File: config.mk
export PLATFORM = sky130hd
export DESIGN_NAME = rgbw_led_spi_bit_encoder
export DESIGN_NICKNAME = d
export VERILOG_FILES = /design/src/rtl/core/rgbwenc_pkg.sv /design/src/rtl/core/rgbwenc_lane.sv /design/src/rtl/core/rgbwenc_frame.sv /design/src/rtl/core/rgbwenc_serializer.sv /design/src/rtl/core/rgbw_led_spi_bit_encoder.sv
export SDC_FILE = /design/constraint.sdc
export NUM_CORES = 1
export LEC_CHECK = 0
export ABC_AREA = 1
export BUFFER_PORTS_ARGS = -buffer_cell sky130_fd_sc_hd__buf_2
export CAP_MARGIN = 15
export CELL_PAD_IN_SITES_DETAIL_PLACEMENT = 1
export CELL_PAD_IN_SITES_GLOBAL_PLACEMENT = 1
export CORE_UTILIZATION = 40
export DETAILED_ROUTE_END_ITERATION = 16
export PLACE_DENSITY_LB_ADDON = 0.1
export SKIP_CTS_REPAIR_TIMING = 1
export SYNTH_ARGS = -nofsm -noshare
export SYNTH_HDL_FRONTEND = slang
export SYNTH_SLANG_ARGS = --single-unit
File: constraint.sdc
create_clock -name clk -period 4.88 [get_ports clk]
set_input_delay 0.976 -clock clk [delete_from_list [all_inputs] [get_ports clk]]
set_output_delay 0.976 -clock clk [all_outputs]
set_load 0.1 [all_outputs]
File: src/rtl/core/rgbwenc_pkg.sv
// ----------------------------------------------------------------------------
// rgbwenc_pkg
// Shared types and constants for the RGBW LED SPI bit encoder.
// ----------------------------------------------------------------------------
package rgbwenc_pkg;

    localparam int MAX_PIXELS_DEF   = 512;
    localparam int NUM_CHANNELS_DEF = 2;

    localparam int COLOR_W      = 8;
    localparam int PIX_W        = 10;
    localparam int TOTAL_W      = 13;
    localparam int LANES        = 4;
    localparam int LANE_BYTES   = 3;
    localparam int SYM_BYTES    = LANES * LANE_BYTES;
    localparam int SYM_BITS     = 3 * COLOR_W;
    localparam int SLOT_W       = 4;

    localparam logic [2:0]         SYM_ONE    = 3'b110;
    localparam logic [2:0]         SYM_ZERO   = 3'b100;
    localparam logic [COLOR_W-1:0] FRAME_BYTE = 8'h00;

    // Output slots of one item: opening zero, twelve symbol bytes, closing zero
    localparam logic [SLOT_W-1:0] SLOT_OPEN      = 4'd0;
    localparam logic [SLOT_W-1:0] SLOT_FIRST_SYM = 4'd1;
    localparam logic [SLOT_W-1:0] SLOT_LAST_SYM  = 4'd12;
    localparam logic [SLOT_W-1:0] SLOT_CLOSE     = 4'd13;

    typedef struct packed {
        logic               ch;
        logic               opening;
        logic               have_pixel;
        logic               last;
        logic [TOTAL_W-1:0] total;
        logic               overflow;
        logic               emit;
    } frame_info_t;

    typedef struct packed {
        frame_info_t                        info;
        logic [SYM_BYTES-1:0][COLOR_W-1:0]  sym;
    } pkt_t;

endpackage

File: src/rtl/core/rgbwenc_lane.sv
// ----------------------------------------------------------------------------
// rgbwenc_lane
// Expands one colour byte into 24 bits of 3-bit SPI symbols, MSB first.
// ----------------------------------------------------------------------------
module rgbwenc_lane
(
    input  logic [rgbwenc_pkg::COLOR_W-1:0]  color,
    output logic [rgbwenc_pkg::SYM_BITS-1:0] symbols
);
    import rgbwenc_pkg::*;

    always_comb
    begin
        for (int i = 0; i < COLOR_W; i++)
        begin
            symbols[3*i +: 3] = color[i] ? SYM_ONE : SYM_ZERO;
        end
    end

endmodule

File: src/rtl/core/rgbwenc_frame.sv
// ----------------------------------------------------------------------------
// rgbwenc_frame
// Per-channel frame bookkeeping: open flag, byte and pixel tallies, drop flag.
// ----------------------------------------------------------------------------
module rgbwenc_frame
#(
    parameter int MAX_PIXELS   = rgbwenc_pkg::MAX_PIXELS_DEF,
    parameter int NUM_CHANNELS = rgbwenc_pkg::NUM_CHANNELS_DEF
)
(
    input  logic                     clk,
    input  logic                     rst_n,
    input  logic                     accept,
    input  logic                     channel,
    input  logic                     last_pixel,
    output rgbwenc_pkg::frame_info_t info
);
    import rgbwenc_pkg::*;

    localparam int CH_IDX_W = (NUM_CHANNELS > 1) ? $clog2(NUM_CHANNELS) : 1;

    logic               open_reg    [NUM_CHANNELS];
    logic [TOTAL_W-1:0] bytes_reg   [NUM_CHANNELS];
    logic [PIX_W-1:0]   pixels_reg  [NUM_CHANNELS];
    logic               dropped_reg [NUM_CHANNELS];

    logic               ch_ok;
    logic [CH_IDX_W-1:0] ch_idx;
    logic               opening;
    logic [PIX_W-1:0]   pix_cur;
    logic [TOTAL_W-1:0] bytes_cur;
    logic               have_pixel;
    logic               dropped_next;
    logic [PIX_W-1:0]   pixels_next;
    logic [TOTAL_W-1:0] bytes_next;
    logic               open_next;

    always_comb
    begin
        ch_ok        = (32'(channel) < NUM_CHANNELS);
        ch_idx       = ch_ok ? CH_IDX_W'(channel) : '0;
        opening      = !open_reg[ch_idx];
        pix_cur      = opening ? '0 : pixels_reg[ch_idx];
        bytes_cur    = opening ? TOTAL_W'(1) : bytes_reg[ch_idx];
        have_pixel   = (pix_cur < PIX_W'(MAX_PIXELS));
        dropped_next = (!opening && dropped_reg[ch_idx]) || !have_pixel;
        pixels_next  = have_pixel ? pix_cur + PIX_W'(1) : pix_cur;
        bytes_next   = have_pixel ? bytes_cur + TOTAL_W'(SYM_BYTES) : bytes_cur;
        // closing zero counts toward the frame total
        if (last_pixel)
        begin
            bytes_next = bytes_next + TOTAL_W'(1);
        end
        open_next = !last_pixel;

        info.ch         = channel;
        info.opening    = opening;
        info.have_pixel = have_pixel;
        info.last       = last_pixel;
        info.total      = bytes_next;
        info.overflow   = dropped_next;
        info.emit       = ch_ok && (opening || have_pixel || last_pixel);
    end

    always_ff @(posedge clk or negedge rst_n)
    begin
        if (!rst_n)
        begin
            for (int c = 0; c < NUM_CHANNELS; c++)
            begin
                open_reg[c]    <= 1'b0;
                bytes_reg[c]   <= '0;
                pixels_reg[c]  <= '0;
                dropped_reg[c] <= 1'b0;
            end
        end
        else if (accept && ch_ok)
        begin
            open_reg[ch_idx]    <= open_next;
            bytes_reg[ch_idx]   <= bytes_next;
            pixels_reg[ch_idx]  <= pixels_next;
            dropped_reg[ch_idx] <= dropped_next;
        end
    end

endmodule

File: src/rtl/core/rgbwenc_serializer.sv
// ----------------------------------------------------------------------------
// rgbwenc_serializer
// Walks the slots of one encoded item and drives one output byte per cycle while out_stall is low.
// ----------------------------------------------------------------------------
module rgbwenc_serializer
(
    input  logic                              clk,
    input  logic                              rst_n,
    input  logic                              load_valid,
    input  rgbwenc_pkg::pkt_t                 load_pkt,
    output logic                              load_take,
    output logic                              out_valid,
    input  logic                              out_stall,
    output logic                              channel_out,
    output logic [rgbwenc_pkg::COLOR_W-1:0]   data_byte,
    output logic                              last_byte,
    output logic [rgbwenc_pkg::TOTAL_W-1:0]   total_bytes,
    output logic                              overflow
);
    import rgbwenc_pkg::*;

    pkt_t              pkt_reg;
    logic              busy_reg;
    logic              busy_next;
    logic [SLOT_W-1:0] slot_reg;
    logic [SLOT_W-1:0] slot_next;
    logic [SLOT_W-1:0] slot_adv;
    logic [SLOT_W-1:0] slot_start;
    logic              slot_done;
    logic              fire;
    logic              is_sym;

    always_comb
    begin
        fire = busy_reg && !out_stall;

        // advance to the next slot that this item actually uses
        slot_adv  = slot_reg + SLOT_W'(1);
        slot_done = 1'b0;
        if (slot_reg == SLOT_CLOSE)
        begin
            slot_done = 1'b1;
        end
        else if (slot_reg == SLOT_OPEN && !pkt_reg.info.have_pixel)
        begin
            slot_adv  = SLOT_CLOSE;
            slot_done = !pkt_reg.info.last;
        end
        else if (slot_reg == SLOT_LAST_SYM)
        begin
            slot_done = !pkt_reg.info.last;
        end

        if (load_pkt.info.opening)
        begin
            slot_start = SLOT_OPEN;
        end
        else if (load_pkt.info.have_pixel)
        begin
            slot_start = SLOT_FIRST_SYM;
        end
        else
        begin
            slot_start = SLOT_CLOSE;
        end

        load_take = load_valid && (!busy_reg || (fire && slot_done));

        busy_next = busy_reg;
        slot_next = slot_reg;
        if (load_take)
        begin
            busy_next = 1'b1;
            slot_next = slot_start;
        end
        else if (fire)
        begin
            busy_next = !slot_done;
            slot_next = slot_adv;
        end
    end

    always_comb
    begin
        is_sym      = slot_reg inside {[SLOT_FIRST_SYM:SLOT_LAST_SYM]};
        out_valid   = busy_reg;
        channel_out = pkt_reg.info.ch;
        data_byte   = is_sym ? pkt_reg.sym[slot_reg - SLOT_FIRST_SYM] : FRAME_BYTE;
        last_byte   = (slot_reg == SLOT_CLOSE);
        total_bytes = last_byte ? pkt_reg.info.total : '0;
        overflow    = pkt_reg.info.overflow;
    end

    always_ff @(posedge clk or negedge rst_n)
    begin
        if (!rst_n)
        begin
            busy_reg <= 1'b0;
            slot_reg <= SLOT_OPEN;
        end
        else
        begin
            busy_reg <= busy_next;
            slot_reg <= slot_next;
        end
    end

    always_ff @(posedge clk)
    begin
        if (load_take)
        begin
            pkt_reg <= load_pkt;
        end
    end

    a_close_needs_last: assert property (@(posedge clk) disable iff (!rst_n)
        busy_reg && slot_reg == SLOT_CLOSE |-> pkt_reg.info.last)
        else $error("closing slot reached on an item not marked last");

    a_open_needs_opening: assert property (@(posedge clk) disable iff (!rst_n)
        busy_reg && slot_reg == SLOT_OPEN |-> pkt_reg.info.opening)
        else $error("opening slot reached on an item that opens no frame");

    a_sym_needs_pixel: assert property (@(posedge clk) disable iff (!rst_n)
        busy_reg && is_sym |-> pkt_reg.info.have_pixel)
        else $error("symbol byte emitted for a dropped pixel");

    a_stall_holds_slot: assert property (@(posedge clk) disable iff (!rst_n)
        busy_reg && out_stall |=> busy_reg && $stable(slot_reg))
        else $error("slot moved while the output was stalled");

endmodule

File: src/rtl/core/rgbw_led_spi_bit_encoder.sv
// ----------------------------------------------------------------------------
// rgbw_led_spi_bit_encoder
// RGBW pixel to 3-bit SPI symbol byte stream, one frame per channel.
// ----------------------------------------------------------------------------
// Input channel: one RGBW pixel per item (in_valid / in_stall), tagged with
// its channel and a last_pixel mark. Output channel: one SPI byte per item
// (out_valid / out_stall) with its channel, the closing mark, the frame byte
// total on the closing byte, and the frame's overflow flag.
// Each pixel is sent green, red, blue, white; four lanes expand the colours
// in parallel into twelve symbol bytes, and the merge registers them into a
// one-item buffer. Framing zeros are added before a frame's first pixel and
// after its last one.
// Path: buffer register, then the serializer's packet register, then output.
// Throughput: the serializer drains one byte per cycle while out_stall is low;
// a pixel gives twelve symbol bytes plus one per framing zero (up to 14). Pixels
// that produce no byte (dropped, not opening, not last) never fill the buffer.
// Reset clears all frame state: every channel starts with no frame open.
// When the receiver stalls, the current byte holds; one encoded pixel waits
// in the buffer, and in_stall rises once that buffer is full.
// ----------------------------------------------------------------------------
module rgbw_led_spi_bit_encoder
#(
    parameter int MAX_PIXELS   = rgbwenc_pkg::MAX_PIXELS_DEF,
    parameter int NUM_CHANNELS = rgbwenc_pkg::NUM_CHANNELS_DEF
)
(
    input  logic                              clk,
    input  logic                              rst_n,
    input  logic                              in_valid,
    output logic                              in_stall,
    input  logic                              channel,
    input  logic [rgbwenc_pkg::COLOR_W-1:0]   red,
    input  logic [rgbwenc_pkg::COLOR_W-1:0]   green,
    input  logic [rgbwenc_pkg::COLOR_W-1:0]   blue,
    input  logic [rgbwenc_pkg::COLOR_W-1:0]   white,
    input  logic                              last_pixel,
    output logic                              out_valid,
    input  logic                              out_stall,
    output logic                              channel_out,
    output logic [rgbwenc_pkg::COLOR_W-1:0]   data_byte,
    output logic                              last_byte,
    output logic [rgbwenc_pkg::TOTAL_W-1:0]   total_bytes,
    output logic                              overflow
);
    import rgbwenc_pkg::*;

    logic                    accept;
    frame_info_t             info;
    logic [COLOR_W-1:0]      lane_in  [LANES];
    logic [SYM_BITS-1:0]     lane_out [LANES];
    pkt_t                    pkt_merged;
    pkt_t                    buf_reg;
    logic                    buf_valid_reg;
    logic                    buf_valid_next;
    logic                    buf_take;

    assign in_stall = buf_valid_reg;
    assign accept   = in_valid && !in_stall;

    rgbwenc_frame #(
        .MAX_PIXELS   (MAX_PIXELS),
        .NUM_CHANNELS (NUM_CHANNELS)
    ) u_frame (
        .clk        (clk),
        .rst_n      (rst_n),
        .accept     (accept),
        .channel    (channel),
        .last_pixel (last_pixel),
        .info       (info)
    );

    assign lane_in[0] = green;
    assign lane_in[1] = red;
    assign lane_in[2] = blue;
    assign lane_in[3] = white;

    for (genvar j = 0; j < LANES; j++)
    begin : g_lane
        rgbwenc_lane u_lane (
            .color   (lane_in[j]),
            .symbols (lane_out[j])
        );
    end

    // merge: lane order, most significant byte of each lane first
    always_comb
    begin
        pkt_merged.info = info;
        for (int j = 0; j < LANES; j++)
        begin
            for (int m = 0; m < LANE_BYTES; m++)
            begin
                pkt_merged.sym[j*LANE_BYTES + m] =
                    lane_out[j][SYM_BITS-1-COLOR_W*m -: COLOR_W];
            end
        end
    end

    always_comb
    begin
        buf_valid_next = buf_valid_reg;
        if (buf_take)
        begin
            buf_valid_next = 1'b0;
        end
        else if (accept && info.emit)
        begin
            buf_valid_next = 1'b1;
        end
    end

    always_ff @(posedge clk or negedge rst_n)
    begin
        if (!rst_n)
        begin
            buf_valid_reg <= 1'b0;
        end
        else
        begin
            buf_valid_reg <= buf_valid_next;
        end
    end

    always_ff @(posedge clk)
    begin
        if (accept)
        begin
            buf_reg <= pkt_merged;
        end
    end

    rgbwenc_serializer u_ser (
        .clk         (clk),
        .rst_n       (rst_n),
        .load_valid  (buf_valid_reg),
        .load_pkt    (buf_reg),
        .load_take   (buf_take),
        .out_valid   (out_valid),
        .out_stall   (out_stall),
        .channel_out (channel_out),
        .data_byte   (data_byte),
        .last_byte   (last_byte),
        .total_bytes (total_bytes),
        .overflow    (overflow)
    );

endmodule

# After elaboration in Yosys (flattened, before gate mapping)
# Index checks and enable logic that the tools add are counted.
[word_totals]
regBits = 283
latchBits = 0
ram_bits = 0
romBits = 0
in_bits = 38
output_inout_bits = 26
wordCells = 161
n_memories = 0
[classes]
add_sub_neg = 5
n_mul = 0
div_mod_pow = 0
order_cmp = 6
eq_ne = 2
shift = 0
mux = 76
n_bitwise = 1
n_reduce_logical = 25
[ops]
columns = ["cell", "n"]
rows = [
  ["$mux 13", 8],
  ["$mux 2", 32],
  ["$mux 10", 6],
  ["$bmux 8 s4", 1],
  ["$bwmux 26", 1],
  ["$mux 4", 6],
  ["$bwmux 20", 1],
  ["$mux 8", 2],
  ["$mux 1", 14],
  ["$add 13x1->13 const B", 1],
  ["$add 13x4->13 const B", 1],
  ["$demux 13 s1", 1],
  ["$add 10x1->10 const B", 1],
  ["$demux 10 s1", 1],
  ["$lt 10x10->1 const B", 1],
  ["$logic_and 1x1->1", 9],
  ["$logic_not 1->1", 9],
  ["$eq 4x4->1 const B", 2],
  ["$lt 4x5->1 const B", 1],
  ["$add 4x1->4 const B", 1],
  ["$bwmux 2", 2],
  ["$ge 4x1->1 const B", 1],
  ["$le 4x4->1 const B", 1],
  ["$logic_not 4->1", 1],
  ["other kinds (7)", 11],
]

# Longest topological paths before layout
[logic_depth]
word_depth = 11
depth_mapped = 23
depth_no_buf = 19

# Hierarchy
# Synthesis repeated with hierarchy kept, for this count alone.
[hier_totals]
hier_cells = 1072
area_unflattened_um2 = 12419.4
[by_module_without_submodules]
columns = ["module", "n_inst", "cells_per_inst", "area_per_inst_um2", "seq_area_each_um2"]
rows = [
  ["rgbwenc_serializer", 1, 391, 4892.2, 3518.4],
  ["rgbw_led_spi_bit_encoder", 1, 121, 3502.1, 3478.3],
  ["rgbwenc_frame", 1, 456, 3274.4, 1251.2],
  ["rgbwenc_lane", 4, 26, 187.7, 0.0],
]

# Least setup slack after synthesis
# No wires, ideal clock.
[synth_path]
path_kind = "flip-flop to output port"
from = "register u_ser.slot_reg[0]"
to = "output data_byte[2] (netlist bit)"
arrival_time_ps = 3923
required_ps = 3904
path_slack_ps = -19
path_stages_with_launch = 11
n_path_buf = 2
path_cell_list = "dfrtp_1 -> inv_1 -> clkbuf_1 -> ha_1 -> nor2_1 -> inv_1 -> clkbuf_1 -> nand2_1 -> a21oi_1 -> o21a_1 -> nor3_1"
[synth_between]
elab_chain_cells = 4
elab_cells_between_ends = 7
cone_classes = "add/sub (1); order compare (2); mux (3); reduce/logical (1)"
[synth_rtl]
columns = ["item", "line_no", "rtl"]
rows = [
  ["start, declared", "rgbwenc_serializer.sv:25", "logic [SLOT_W-1:0] slot_reg;"],
  ["start signal, assigned", "rgbwenc_serializer.sv:104", "slot_reg <= slot_next;"],
  ["$sub 4x1->4", "rgbwenc_serializer.sv:88", "data_byte = is_sym ? pkt_reg.sym[slot_reg - SLOT_FIRST_SYM] : FRAME_BYTE;"],
  ["$bmux 8 s4", "rgbwenc_serializer.sv:88", ""],
  ["$mux 8 (not written as such)", "rgbwenc_serializer.sv:88", ""],
  ["$mux 8 (*)", "rgbwenc_serializer.sv:88", ""],
  ["end, declared", "rgbw_led_spi_bit_encoder.sv:40", "output logic [rgbwenc_pkg::COLOR_W-1:0] data_byte,"],
]
# Mark *: on every way between the ends. The rest lies on a longest branch, timed or not. The select of a mux whose other input is x is not followed.

# Final worst setup path
# Ends and elaborated chain as after synthesis.

==> results_dict.tcl <==
set metrics [dict create \
    fin_ws_ns 0.438 \
    yosys.cell_types.count 42 \
    io_buffer_count 63 \
    cts_max_level 4 \
    routedWlPerCell_um 16.8 \
    path_class "flip-flop to output pin" \
    cts_root_buf "clkbuf_16" \
    clock.fmax_mhz 225 \
    track_usage_pct 20.1 \
    routed_via_density 4.90 \
    clock_sinks 155 \
    antenna_found_initial 1 \
    power_density_nw_per_um2 692 \
    startpoint_type "flip-flop" \
    synth_area_leaders "edfxtp_1 (41%), dfrtp_1 (19%), nand2_1 (11%)" \
    gr-total-overflow 0 \
    crit_chain "inv_1, ha_1, inv_1, nor2_2, nor2_1, inv_1, a221oi_1, o21a_1, nor3_2, buf_2" \
    yosysTopAreaCell "edfxtp_1" \
    fin_nets 838 \
    p_leak_nw 3.60 \
    status "completed" \
    syn_avg_cell_area_um2 9.92 \
    synth_flop_cell "edfxtp_1" \
    fin_crit_sh_pct 91.0 \
    synth_edf_count 99 \
    clockBufferDepth 2 \
    pre_cts_slack_ns 0.679 \
    end_kind "output pin" \
    grt_max_degree 57 \
    hpwlAfterDp_mm 12.2 \
    worst_slew_pin_slew_ns 1.06 \
    max-slew-margin-rel_pct 29.2 \
    drt_iter0_drc 283 \
    die-area_um2 18600 \
    setup_tns_ns 0 \
    drtAntennaViolNets 0 \
    min_period_ns 4.44 \
    synth-simple-area-share_pct 21.8 \
    synth_nets 772 \
    slew_viol_final 0 \
    synthArstFlopShare_pct 36.1 \
    synth-compound-area-share_pct 7.82 \
    start_util_pct 41.3 \
    slowest_stage "ha_1" \
    dr.pass1.iters 5 \
    gp_congestion 0.914 \
    ir_drop_mv 1.32 \
    cts_made_buffers 17 \
    cap_violations 0 \
    largest_reg_flops 50 \
    finalHoldViolCount 0 \
    synth-adder-area-share_pct 1.21 \
    crit_arrival_ns 3.47 \
    cts.clk_slew.worst_paths_ns 0.07 \
    rsz0062_at_grt "no" \
    worst_clock_skew_ns 0.0116 \
    syn_to_final_growth_pct 14.9 \
    ioPinCount 64 \
    ys_warn_count 0 \
    core_um2 17500 \
    setup_viol 0 \
    crit_fanout 15 \
    synthMuxAreaShare_pct 0 \
    die_x_um 136 \
    yosysSeqAreaShare_pct 60.7 \
    synth-seq-cells 155 \
    slowest_delay_ns 0.61 \
    grt_pass1_wl_mm 28.0 \
    synth_xor_area_share_pct 2.01 \
    synthCells 727 \
    layout-drive-gt1-share_pct 22.1 \
    worst-endpoint-required_ns 3.90 \
    cts_tree "built" \
    vias 5060 \
    dieHeight_um 136 \
    syn-cell-area_um2 7210 \
    hp-class "flip-flop to flip-flop" \
    rows 48 \
    drc_errors 0 \
    crit_top_cell "inv_1" \
    worstSkewPairLatency_ns 0.42 \
    synth_top_cell_area_share_pct 41.2 \
    drt-total-wl_mm 17.3 \
    synth_top_family_by_area "simple AND/OR/NAND/NOR gates" \
    grt_pass1_vias 5363 \
]
==> layout make-up <==
| class | instances | area [µm²] |
|---|---|---|
| multi-input cells | 468 | 2380 |
| repair buffers | 74 | 398 |
| diodes | 1 | 2.50 |
| clock inverters | 15 | 130 |
| inverters | 77 | 294 |
| well taps | 225 | 282 |
| clock buffers | 17 | 425 |
| flip-flops and latches | 155 | 4370 |
| fillers | 2006 | 9190 |
==> cell usage after synthesis (8+ instances only) <==
master,number
clkbuf_1,18
a21oi_1,21
edfxtp_1,99
nand2_1,203
o21ai_1,12
inv_2,8
nor2_1,49
nand3_1,17
inv_1,68
o21ai_0,61
nor2_2,8
nand2_2,24
dfrtp_1,56
==> final timing paths <==
path	start	endpoint	slack [ns]	depth (start not counted)
setup / recovery	u_ser.slot_reg[0]	data_byte[2]	0.44	10
hold / removal	buf_reg[95]	u_ser.pkt_reg[95]	0.42	0
setup reg to reg	u_ser.slot_reg[0]	u_ser.slot_reg[3]	1.48	14
hold reg to reg	buf_reg[95]	u_ser.pkt_reg[95]	0.42	0
max in group asynchronous	rst_n	u_frame.bytes_reg[21]	3.65	2
min in group asynchronous	rst_n	u_frame.bytes_reg[18]	0.68	2
==> layer usage <==
| layer | up-vias | track usage (%) | part of all wire, % |
|---|---|---|---|
| met3 | 8 | 4.92 | 3.8 |
| li1 | 2505 | - | - |
| met2 | 86 | 34.6 | 51 |
| met4 | 0 | 5.31 | 0.88 |
| met5 | - | 0 | 0 |
| met1 | 2461 | 25.0 | 44 |
==> worst max-delay path, delay by kind of cell, from the launching register on <==
family,cells,cell delay [ns]
buffers and inverters,4,0.98
AND/OR/NAND/NOR,3,0.69
adder cells (fa/ha/maj),1,0.61
flip-flops,1,0.50
AO/OA/AOI/OAI,2,0.28
==> through the flow <==
step / hold slack [ns] / instance area (µm²) / util (%) / instances / power (mW)
floorplan: 0.400 / 7220 / - / 727 / 3.98
global placement: 0.402 / 7730 / 44.2 / 999 / 4.45
detailed placement: 0.405 / 7730 / 44.2 / 999 / 4.53
CTS: 0.420 / 8280 / 47.4 / 1031 / 5.79
global route: 0.426 / 8280 / 47.4 / 1031 / 6.06
finish: 0.415 / 8290 / 47.4 / 1032 / 5.74
==> power by group <==
part	internal (mW)	leakage [nW]	switching (mW)
Combinational	0.521	1.68	2.06
Sequential	1.76	1.64	0.146
Clock	0.670	0.275	0.576
Total	2.95	3.60	2.78
==> kinds of logic (layout without fill, tap and decap cells) <==
logic type | Yosys count | in the layout
DFF | 155 | 155
AOI/OAI and AO/OA | 106 | 106
other | 0 | 1
adders and majority gates | 7 | 7
xor gates and xnor gates | 14 | 14
buffers and inverters | 104 | 183
and+or+nand+nor | 341 | 341
==> placed cells by master, fill, tap and decap left out, types with 2 or more instances in the layout <==
cell	count
buf_4	11
clkinv_1	2
inv_2	10
nor3_1	5
a221oi_1	2
o22ai_1	2
xor2_1	7
clkbuf_16	17
dfrtp_1	56
o21a_1	3
ha_1	7
clkinv_4	3
nor3_2	3
a21oi_1	21
nand3_2	6
edfxtp_1	99
inv_6	7
nor2_1	48
or2_2	4
nand2_1	203
buf_2	63
inv_8	2
inv_1	66
nor2_2	9
xor2_2	2
nor2_4	7
nand2_4	5
o21ai_1	12
xnor2_1	4
nand2_2	24
o21ai_0	61
nand4_1	7
nand3_1	17
Power figures use the tool's default switching activity.
